$ cat src/rclfp_pkg.sv
// Shared constants and the CRC-8 step function for the RC link frame parser.
package rclfp_pkg;

  // Frame format limits.
  localparam int unsigned MAX_FRAME_LEN = 64;
  localparam int unsigned LEN_W         = 7;
  localparam int unsigned STORE_DEPTH   = 22;
  localparam int unsigned STORE_ADDR_W  = $clog2(STORE_DEPTH);

  // Channel unpacking.
  localparam int unsigned NUM_CHANNELS  = 16;
  localparam int unsigned CHAN_IDX_W    = $clog2(NUM_CHANNELS);
  localparam int unsigned CHAN_W        = 11;

  // Protocol bytes.
  localparam logic [7:0] SYNC_BYTE     = 8'hC8;
  localparam logic [7:0] CRC_POLY      = 8'hD5;
  localparam logic [7:0] TYPE_CHANNELS = 8'h16;
  localparam logic [7:0] TYPE_STATS    = 8'h14;

  // Minimum frame lengths (type and CRC bytes included).
  localparam logic [LEN_W-1:0] CHAN_LEN_MIN  = LEN_W'(22 + 2);
  localparam logic [LEN_W-1:0] STATS_LEN_MIN = LEN_W'(10 + 2);

  // Reset values.
  localparam logic [15:0]       TIMEOUT_RESET = 16'd1000;
  localparam logic signed [8:0] RSSI_RESET    = -9'sd100;

  // One byte of CRC-8, MSB first, over an eight step shift.
  function automatic logic [7:0] crc8_step(input logic [7:0] crc, input logic [7:0] data);
    logic [7:0] c;
    c = crc ^ data;
    for (int i = 0; i < 8; i++) begin
      c = c[7] ? ((c << 1) ^ CRC_POLY) : (c << 1);
    end
    return c;
  endfunction

endpackage

$ cat src/rc_link_frame_parser_top.sv
// Top level of the RC link frame parser: frame hunter, CRC check and result sequencer.
// An input beat passes the input register and then the result register before its first result.
// Throughput: one input beat per cycle while results are taken; a channel frame ends in a burst of 16 result beats,
// during which one more input beat is held and further input waits for the final beat.
// Reset: synchronous, active low; timeout returns to 1000 ticks, failsafe is set, held RSSI
// is -100; the payload store is not cleared.
module rc_link_frame_parser_top (
  input  logic        clk,
  input  logic        rst_n,
  // Input stream.
  input  logic        in_tvalid,
  output logic        in_tready,
  input  logic [7:0]  in_tdata,   // [7:0] rx_byte
  input  logic [0:0]  in_tuser,   // [0] operation
  // Result stream.
  output logic        out_tvalid,
  input  logic        out_tready,
  output logic [47:0] out_tdata,  // [3:0] channel_index, [14:4] channel_value,
                                  // [23:15] rssi, [31:24] lq,
                                  // [39:32] snr, [40] failsafe, [47:41] zero
  output logic [1:0]  out_tuser,  // [1:0] event_kind
  output logic        out_tlast,
  // Configuration write: failsafe_timeout.
  input  logic        cfg_valid,
  output logic        cfg_ready,
  input  logic [15:0] cfg_data
);
  import rclfp_pkg::*;

  localparam logic [1:0] PH_SYNC = 2'd0;
  localparam logic [1:0] PH_LEN  = 2'd1;
  localparam logic [1:0] PH_DATA = 2'd2;

  localparam logic [1:0] EV_CHANNEL  = 2'd0;
  localparam logic [1:0] EV_STATS    = 2'd1;
  localparam logic [1:0] EV_FAILSAFE = 2'd2;

  localparam logic OP_TICK = 1'b1;

  // Input register.
  logic       s1_valid_r, s1_valid_nxt;
  logic       s1_op_r;
  logic [7:0] s1_byte_r;

  // Frame state.
  logic [1:0]       phase_r, phase_nxt;
  logic [LEN_W-1:0] len_r, len_nxt;
  logic [LEN_W-1:0] cnt_r, cnt_nxt;
  logic [7:0]       crc_r, crc_nxt;
  logic [7:0]       type_r, type_nxt;
  logic [7:0]       store_r [STORE_DEPTH];
  logic [STORE_DEPTH*8-1:0] store_bits;
  logic             store_we;
  logic [STORE_ADDR_W-1:0] store_addr;

  // Held link values and failsafe tracking.
  logic signed [8:0] rssi_r, rssi_nxt;
  logic [7:0]        quality_r, quality_nxt;
  logic [7:0]        snr_r, snr_nxt;
  logic              failsafe_r, failsafe_nxt;
  logic [15:0]       ticks_r, ticks_nxt;
  logic [15:0]       ticks_inc;
  logic [15:0]       timeout_r;

  // Result register.
  logic                  out_valid_r, out_valid_nxt;
  logic [1:0]            out_kind_r, out_kind_nxt;
  logic [CHAN_IDX_W-1:0] out_idx_r, out_idx_nxt;
  logic                  out_last_r, out_last_nxt;
  logic [CHAN_W-1:0]     chan_value;

  logic proc_en;
  logic s1_go;
  logic out_adv;

  // A new item may be processed once no result beat is pending, or the final beat is being taken.
  assign proc_en   = !out_valid_r || (out_tready && out_last_r);
  assign s1_go     = s1_valid_r && proc_en;
  assign in_tready = !s1_valid_r || proc_en;
  assign out_adv   = out_valid_r && out_tready && !out_last_r;
  assign cfg_ready = 1'b1;
  assign ticks_inc = (ticks_r != 16'hFFFF) ? (ticks_r + 16'd1) : ticks_r;

  // Flatten the payload store for channel extraction.
  always_comb begin
    for (int i = 0; i < STORE_DEPTH; i++) begin
      store_bits[i*8 +: 8] = store_r[i];
    end
  end

  rclfp_chan_sel u_chan_sel (
    .store_bits (store_bits),
    .chan_idx   (out_idx_r),
    .chan_value (chan_value)
  );

  // Input register handshake.
  always_comb begin
    s1_valid_nxt = s1_valid_r;
    if (in_tvalid && in_tready) begin
      s1_valid_nxt = 1'b1;
    end else if (s1_go) begin
      s1_valid_nxt = 1'b0;
    end
  end

  // Frame hunter, CRC check, tick counter and result loading.
  always_comb begin
    phase_nxt     = phase_r;
    len_nxt       = len_r;
    cnt_nxt       = cnt_r;
    crc_nxt       = crc_r;
    type_nxt      = type_r;
    rssi_nxt      = rssi_r;
    quality_nxt   = quality_r;
    snr_nxt       = snr_r;
    failsafe_nxt  = failsafe_r;
    ticks_nxt     = ticks_r;
    store_we      = 1'b0;
    store_addr    = STORE_ADDR_W'(cnt_r - LEN_W'(1));
    out_valid_nxt = out_valid_r;
    out_kind_nxt  = out_kind_r;
    out_idx_nxt   = out_idx_r;
    out_last_nxt  = out_last_r;

    // Step through a channel burst, or retire the final beat.
    if (out_adv) begin
      out_idx_nxt  = out_idx_r + CHAN_IDX_W'(1);
      out_last_nxt = (out_idx_r == CHAN_IDX_W'(NUM_CHANNELS - 2));
    end else if (out_valid_r && out_tready) begin
      out_valid_nxt = 1'b0;
    end

    if (s1_go) begin
      if (s1_op_r == OP_TICK) begin
        ticks_nxt = ticks_inc;
        if ((ticks_inc > timeout_r) && !failsafe_r) begin
          failsafe_nxt  = 1'b1;
          out_valid_nxt = 1'b1;
          out_kind_nxt  = EV_FAILSAFE;
          out_idx_nxt   = '0;
          out_last_nxt  = 1'b1;
        end
      end else begin
        unique case (phase_r)
          PH_LEN: begin
            if ((s1_byte_r >= 8'd2) && (s1_byte_r <= 8'(MAX_FRAME_LEN))) begin
              len_nxt   = s1_byte_r[LEN_W-1:0];
              cnt_nxt   = '0;
              crc_nxt   = '0;
              phase_nxt = PH_DATA;
            end else begin
              phase_nxt = PH_SYNC;
            end
          end
          PH_DATA: begin
            if (({1'b0, cnt_r} + 8'd1) >= {1'b0, len_r}) begin
              // Final byte is the CRC.
              phase_nxt = PH_SYNC;
              if (crc_r == s1_byte_r) begin
                if ((type_r == TYPE_CHANNELS) && (len_r >= CHAN_LEN_MIN)) begin
                  failsafe_nxt  = 1'b0;
                  ticks_nxt     = '0;
                  out_valid_nxt = 1'b1;
                  out_kind_nxt  = EV_CHANNEL;
                  out_idx_nxt   = '0;
                  out_last_nxt  = 1'b0;
                end else if ((type_r == TYPE_STATS) && (len_r >= STATS_LEN_MIN)) begin
                  rssi_nxt      = -$signed({store_r[0][7], store_r[0]});
                  quality_nxt   = store_r[2];
                  snr_nxt       = store_r[3];
                  out_valid_nxt = 1'b1;
                  out_kind_nxt  = EV_STATS;
                  out_idx_nxt   = '0;
                  out_last_nxt  = 1'b1;
                end
              end
            end else begin
              crc_nxt = crc8_step(crc_r, s1_byte_r);
              if (cnt_r == '0) begin
                type_nxt = s1_byte_r;
              end else if (cnt_r <= LEN_W'(STORE_DEPTH)) begin
                store_we = 1'b1;
              end
              cnt_nxt = cnt_r + LEN_W'(1);
            end
          end
          default: begin
            // Sync hunt; the unused phase code behaves the same way.
            phase_nxt = (s1_byte_r == SYNC_BYTE) ? PH_LEN : PH_SYNC;
          end
        endcase
      end
    end
  end

  // Control and held-state registers.
  always_ff @(posedge clk) begin
    if (!rst_n) begin
      s1_valid_r  <= 1'b0;
      phase_r     <= PH_SYNC;
      len_r       <= '0;
      cnt_r       <= '0;
      crc_r       <= '0;
      type_r      <= '0;
      rssi_r      <= RSSI_RESET;
      quality_r   <= '0;
      snr_r       <= '0;
      failsafe_r  <= 1'b1;
      ticks_r     <= '0;
      timeout_r   <= TIMEOUT_RESET;
      out_valid_r <= 1'b0;
      out_kind_r  <= EV_CHANNEL;
      out_idx_r   <= '0;
      out_last_r  <= 1'b0;
    end else begin
      s1_valid_r  <= s1_valid_nxt;
      phase_r     <= phase_nxt;
      len_r       <= len_nxt;
      cnt_r       <= cnt_nxt;
      crc_r       <= crc_nxt;
      type_r      <= type_nxt;
      rssi_r      <= rssi_nxt;
      quality_r   <= quality_nxt;
      snr_r       <= snr_nxt;
      failsafe_r  <= failsafe_nxt;
      ticks_r     <= ticks_nxt;
      out_valid_r <= out_valid_nxt;
      out_kind_r  <= out_kind_nxt;
      out_idx_r   <= out_idx_nxt;
      out_last_r  <= out_last_nxt;
      if (cfg_valid && cfg_ready) begin
        timeout_r <= cfg_data;
      end
    end
  end

  // Input payload register.
  always_ff @(posedge clk) begin
    if (in_tvalid && in_tready) begin
      s1_op_r   <= in_tuser[0];
      s1_byte_r <= in_tdata;
    end
  end

  // Payload store, written one byte per beat.
  always_ff @(posedge clk) begin
    if (store_we) begin
      store_r[store_addr] <= s1_byte_r;
    end
  end

  // Result beat assembly.
  assign out_tvalid = out_valid_r;
  assign out_tlast  = out_last_r;
  assign out_tuser  = out_kind_r;
  assign out_tdata  = {7'd0,
                       failsafe_r,
                       snr_r,
                       quality_r,
                       rssi_r,
                       (out_kind_r == EV_CHANNEL) ? chan_value : CHAN_W'(0),
                       (out_kind_r == EV_CHANNEL) ? out_idx_r : CHAN_IDX_W'(0)};

endmodule

$ cat src/rclfp_chan_sel.sv
// Picks one 11-bit channel out of the packed channel payload bits.
module rclfp_chan_sel (
  input  logic [rclfp_pkg::STORE_DEPTH*8-1:0] store_bits,
  input  logic [rclfp_pkg::CHAN_IDX_W-1:0]    chan_idx,
  output logic [rclfp_pkg::CHAN_W-1:0]        chan_value
);
  import rclfp_pkg::*;

  // Channels sit back to back, LSB first; each one is at a fixed bit offset.
  always_comb begin
    chan_value = '0;
    for (int i = 0; i < NUM_CHANNELS; i++) begin
      if (chan_idx == CHAN_IDX_W'(i)) begin
        chan_value = store_bits[i*CHAN_W +: CHAN_W];
      end
    end
  end

endmodule
$ cat config.mk
export PLATFORM = sky130hd
export DESIGN_NAME = rc_link_frame_parser_top
export DESIGN_NICKNAME = d
export VERILOG_FILES = /design/src/rclfp_pkg.sv /design/src/rc_link_frame_parser_top.sv /design/src/rclfp_chan_sel.sv
export SDC_FILE = /design/constraint.sdc
export NUM_CORES = 1
export LEC_CHECK = 0
export BUFFER_PORTS_ARGS = -buffer_cell sky130_fd_sc_hd__buf_2
export CORE_MARGIN = 2
export CORE_UTILIZATION = 51
export CTS_BUF_LIST = sky130_fd_sc_hd__clkbuf_4 sky130_fd_sc_hd__clkbuf_8
export DETAILED_ROUTE_END_ITERATION = 10
export PLACE_DENSITY = 0.72
export SLEW_MARGIN = 20
export SYNTH_ARGS = -nofsm -noshare
export SYNTH_HDL_FRONTEND = slang
export SYNTH_SLANG_ARGS = --single-unit
$ cat constraint.sdc
create_clock -name clk -period 3.3 [get_ports clk]
set_clock_uncertainty 0.15 [all_clocks]
set_input_delay 0.165 -clock clk [delete_from_list [all_inputs] [get_ports clk]]
set_output_delay 0.165 -clock clk [all_outputs]
set_load 0.02 [all_outputs]
### After elaboration in Yosys (flattened, before gate mapping)

Memories as Yosys holds them, arrays and structs flattened.
Cells that the tools add are included.

* order comparisons: 7
* eq/ne operators: 26
* bitwise logic cells: 12
* reduce and logical (&&, ||, !) cells: 33
* muxes and demuxes: 93
* $add $sub $neg: 6

Operator list (number)
* $mux 11: 17
* $mux 16: 6
* $mux 8: 10
* $mux 4: 10
* $not 5->5: 8
* $mux 1: 36
* $eq 4x4->1 const B: 8
* $mux 2: 9
* $add 16x1->16 const B: 1
* $eq 4x3->1 const B: 4
* $eq 8x5->1 const B: 2
* $gt 16x16->1: 1
* $ne 16x16->1 const B: 1
* $pmux 8 s2: 1
* $reduce_and 5->1: 3
* $mux 7: 2
* $pmux 7 s2: 1
* $reduce_and 6->1: 2
* $reduce_bool 2->1: 6
* $logic_and 1x1->1: 9
* $neg 8->9: 1
* $add 7x1->8 const B: 1
* $eq 4x2->1 const B: 2
* $eq 8x8->1: 1
* 27 further kinds: 35

* input bits: 30
* word-level logic and storage cells: 196
* memories kept: 1
* flip-flop bits (word level): 108
* bits in writable memories: 176

Memory list
* store_r: words 22, bits a word 8, rd ports 22, clocked after memory_dff 0, wr ports 1, RTL line rc_link_frame_parser_top.sv:51 `logic [7:0] store_r [STORE_DEPTH];`

### Logic depth before layout (Yosys ltp)

* depth in word-level cells: 19
* depth in mapped cells: 14

### Cells and area by module

A second synthesis with hierarchy kept.

* cells, all modules: 1195
* area, all modules: 13628.1 µm²

By module, submodules not included
* rc_link_frame_parser_top: instances 1, cells an instance 903, seq. area each 7537.2 µm², area an instance 11496.0 µm²
* rclfp_chan_sel: instances 1, cells an instance 292, seq. area each 0.0 µm², area an instance 2132.0 µm²

### Worst setup path after synthesis

Ideal clock, no wire load.

* path kind: reg-to-reg
* from: register ticks_r[4]
* to: register out_valid_r, in the netlist out_tvalid
* cell stages (with the launch flop): 15
* setup slack: -0.121 ns
* setup time: 0.115 ns
* clock period less this slack: 3.421 ns
* required time: 3.035 ns
* arrival: 3.156 ns
* path buffers: 2
* cells stage by stage: dfxtp_1 clkbuf_2 nand4_2 or4_1 buf_2 nand2_1 nor2_1 xor2_1 ha_1 or3_1 a221oi_1 a2111oi_0 o31ai_1 a211oi_2 o21a_1

* longest elaborated chain between the ends: 7
* elaborated cells between the ends (all ways): 8
* classes of those cells: 1 x add/sub; 1 x order compare; 1 x eq/ne; 4 x mux; 1 x reduce/logical

RTL lines
* start, declared: RTL line rc_link_frame_parser_top.sv:61 `logic [15:0] ticks_r, ticks_nxt;`
* start signal, assigned: RTL line rc_link_frame_parser_top.sv:227 `ticks_r <= ticks_nxt;`
* $add 16x1->16 or $ne 16x16->1 (tied branches): RTL line rc_link_frame_parser_top.sv:82 `assign ticks_inc = (ticks_r != 16'hFFFF) ? (ticks_r + 16'd1) : ticks_r;`
* $mux 16 (*): RTL line rc_link_frame_parser_top.sv:82
* $gt 16x16->1 (*): RTL line rc_link_frame_parser_top.sv:137 `if ((ticks_inc > timeout_r) && !failsafe_r) begin`
* $logic_and 1x1->1 (*): RTL line rc_link_frame_parser_top.sv:137
* $mux 1 (*): RTL line rc_link_frame_parser_top.sv:137
* $mux 1 (*): RTL line rc_link_frame_parser_top.sv:135 `if (s1_op_r == OP_TICK) begin`
* $mux 1 (*): RTL line rc_link_frame_parser_top.sv:134 `if (s1_go) begin`
* end signal, assigned: RTL line rc_link_frame_parser_top.sv:228 `out_valid_r <= out_valid_nxt;`
* end, declared: RTL line rc_link_frame_parser_top.sv:66 `logic out_valid_r, out_valid_nxt;`

Mark *: on every way between the ends. The rest lies on a longest branch, timed or not.
A chain may end at the register's enable or synchronous reset.

### Final worst setup path

* from: register ticks_r[7]
* to: register out_valid_r, in the netlist out_tvalid

The elaborated chain is that of the path after synthesis.

==> results.cfg <==
[run_status]
run_status = complete, but fails checks
violations = negative setup slack

[detailed_routing]
routed_wl_mm = 36.4
drc = 0
post_drt_wl_per_cell_microns = 20.9
viasPerCell = 5.94
vias = 10400
final_antenna_net_count = 0
drt_iter0_markers = 1116
firstDrtPassIters = 5

[synthesis]
netlist_top_cells_count = 185 x edfxtp_1, 121 x nor2_1, 99 x dfxtp_1
seq_area_frac_synth_pct = 58.0
synth-compound-area-share_pct = 15.5
yosys.area_share.adder_pct = 3.76
yosysMostFrequentCell = edfxtp_1
yosysWarnings = 0
synth_top_area_share_pct = 42.8
synth_area_leaders = edfxtp_1 43%, dfxtp_1 15%, ha_1 3.8%, nor2_1 3.5%, mux2i_1 3.0%
synthFlopType = edfxtp_1
synth_top_family_by_area = compound AO/OA/AOI/OAI gates
yosys.cell_types.count = 76
yosysTopAreaCell = edfxtp_1
synth-edff-count = 185
synth-async-reset-ratio_pct = 0
muxShareOfSynthArea_pct = 3.18
ys_ff_latch = 284
synth_cells = 1154
netlist_area_sq_um = 13000
synth-xor-area-share_pct = 3.63
synthSimpleGateAreaFrac_pct = 12.0
postSynthAreaPerCell_sq_um = 11.3

[clock_network]
h-tree-depth = 2
clock_path_buffers = 3
clkSinkCount = 284
cts_tree = done
root_buffer = clkbuf_8
clk_pin_slew_ns = 0.06
cts_inserted_buffers = 47
clk_latency_ns = 0.57

[cells_and_area]
drive_above_1_share_pct = 28.2
multiInputGateArea_sq_um = 5530
ff_latch_area_sq_um = 7550
fillers = 1854
nets = 1449
syn2layout_area_growth_pct = 27.5
diodes = 0

[die]
chipHeight_microns = 164
die_x_microns = 164
io_pins = 84
rows = 58
initial_core_util_pct = 51.7
die_area_sq_um = 26800
core_sq_um = 25100

[power_and_ir_drop]
power_density_nw_per_um2 = 467
p_leak_nw = 6.09
ir_drop_mv = 0.412

[place]
io_buffer_count = 75
gp_congestion = 0.936
hpwl_mm = 23.0
dp_slack_ns = -0.418

[setup_path]
worst_setup_path_end_kind = flop
r2r_setup_slack_ns = -0.07
cp.arrival_ns = 3.69
critPathRequiredTime_ns = 3.62
crit_fanout = 6
start_kind = flop
critical_path_class = flop to flop

[global_routing]
overflow = 0
grt_max_degree = 49
grt_pass1_wl_mm = 55.3
grt_pass1_vias = 10100
antenna_found_initial = 0
grt_usage_pct = 26.8

[worst_hold_path]
holdCritPathClass = input pin to flop

[timing]
final.min_clock_period_ns = 3.37
finalMaxSlewViolations = 0
tightest_slew_ns = 1.03
min_period_over_period_pct = 102
fin_tns_setup_ns = -0.219
relSlewSlack_pct = 31.4
worst_slack_ns = -0.0722
hold_viol = 0
rsz0062_at_grt = true
setup_violations = 6
fmax_mhz = 297

[flow_run]
drv_cap = 0
==> critical path, cell delays in order (launching register included) <==
cell and delay [ns]:
dfxtp_1 0.36, nand3_2 0.12, or4_4 0.61, nand2_8 0.14, nor2_4 0.05, xor2_2 0.16
ha_4 0.17, or3_4 0.38, a221oi_4 0.23, a2111oi_4 0.12, o31ai_4 0.33, a211oi_4 0.12
buf_6 0.17, o21a_1 0.16
==> worst paths after layout <==
path                                         startpoint                   endpoint  cells past startpoint
worst max-delay path            ticks_r[7]$_SDFFE_PN0P_      out_tvalid$_SDFF_PN0_                     13
worst min-delay path                          cfg_valid  timeout_r[0]$_SDFFE_PN0P_                      3
worst max register to register  ticks_r[7]$_SDFFE_PN0P_      out_tvalid$_SDFF_PN0_                     13
worst min register to register    snr_r[6]$_SDFFE_PN0P_      snr_r[6]$_SDFFE_PN0P_                      2
==> cell usage in the layout (no fill, tap or decap), drive strengths merged, types with 39 or more instances in the layout <==
| cell | synthesis | layout |
|---|---|---|
| dlygate4sd3 | 0 | 46 |
| ha | 39 | 39 |
| edfxtp | 185 | 185 |
| buf | 29 | 202 |
| nand2 | 74 | 74 |
| nand3 | 45 | 45 |
| clkbuf | 48 | 73 |
| a21oi | 43 | 43 |
| a22oi | 43 | 43 |
| dfxtp | 99 | 99 |
| inv | 38 | 39 |
| mux2i | 39 | 39 |
| nor2 | 121 | 121 |
| o21ai | 76 | 76 |
==> metrics by stage <==
stage	utilization, %	area [sq um]	instances	power (mW)	hold WS [ns]
6_report	66.0	16600	1747	7.74	0.0353
5_1_grt	66.0	16600	1747	7.97	0.0752
4_1_cts	64.5	16200	1744	7.74	0.000458
3_5_place_dp	57.5	14400	1607	4.31	0.193
3_3_place_gp	57.5	14400	1607	4.30	0.191
2_1_floorplan	-	13100	1160	4.16	0.114
==> area by class of cell <==
cell class	count	area share, %
clock buffers	73	5.39
clock inverters	13	1.00
inverters	39	0.892
multi-input cells	760	33.4
flip-flops and latches	284	45.6
well taps	330	2.49
repair buffers	248	11.3
==> routing by layer <==
metal | GRT usage (%) | vias up | part of all wire [%]
met1 | 36.9 | 5012 | 42
met2 | 42.3 | 516 | 47
li1 | - | 4765 | -
met5 | 0 | - | 0
met4 | 9.77 | 0 | 3.6
met3 | 5.33 | 89 | 8.0
==> cells by family after synthesis <==
kind of cell               after synthesis
and+or+nand+nor                        331
AOI/OAI and AO/OA                      292
DFF                                    284
buffers and inverters                  116
xor gates and xnor gates                49
muxes                                   41
adders and majority gates               39
other                                    2
==> where the power goes <==
part | internal, mW | leakage (nW) | switching (mW) | total, mW
logic | 0.195 | 3.05 | 0.292 | 0.487
registers | 3.81 | 2.48 | 0.0232 | 3.84
clock network | 2.04 | 0.563 | 1.38 | 3.42
total | 6.04 | 6.09 | 1.70 | 7.74
==> sequential cells by signal, indices dropped and copies added, names as in the netlist <==
signal and cells:
store_r 176, ticks_r 16, timeout_r 16, rssi_r 9, crc_r 8, quality_r 8
s1_byte_r 8, snr_r 8, type_r 8, cnt_r 7, len_r 7, out_idx_r 4
out_tuser 2, phase_r 2, failsafe_r 1, out_tlast 1, out_tvalid 1, s1_op_r 1
s1_valid_r 1
==> timing repair <==
| item | CTS | global route |
|---|---|---|
| resized for setup | 53 | 65 |
| endpoints found under the hold margin | 38 | 0 |
| pin swaps | 16 | 28 |
| hold buffers | 46 | 0 |
| buffers inserted | 6 | 4 |
| endpoints found under the setup margin | 20 | 200 |
Power figures use the tool's default switching activity.
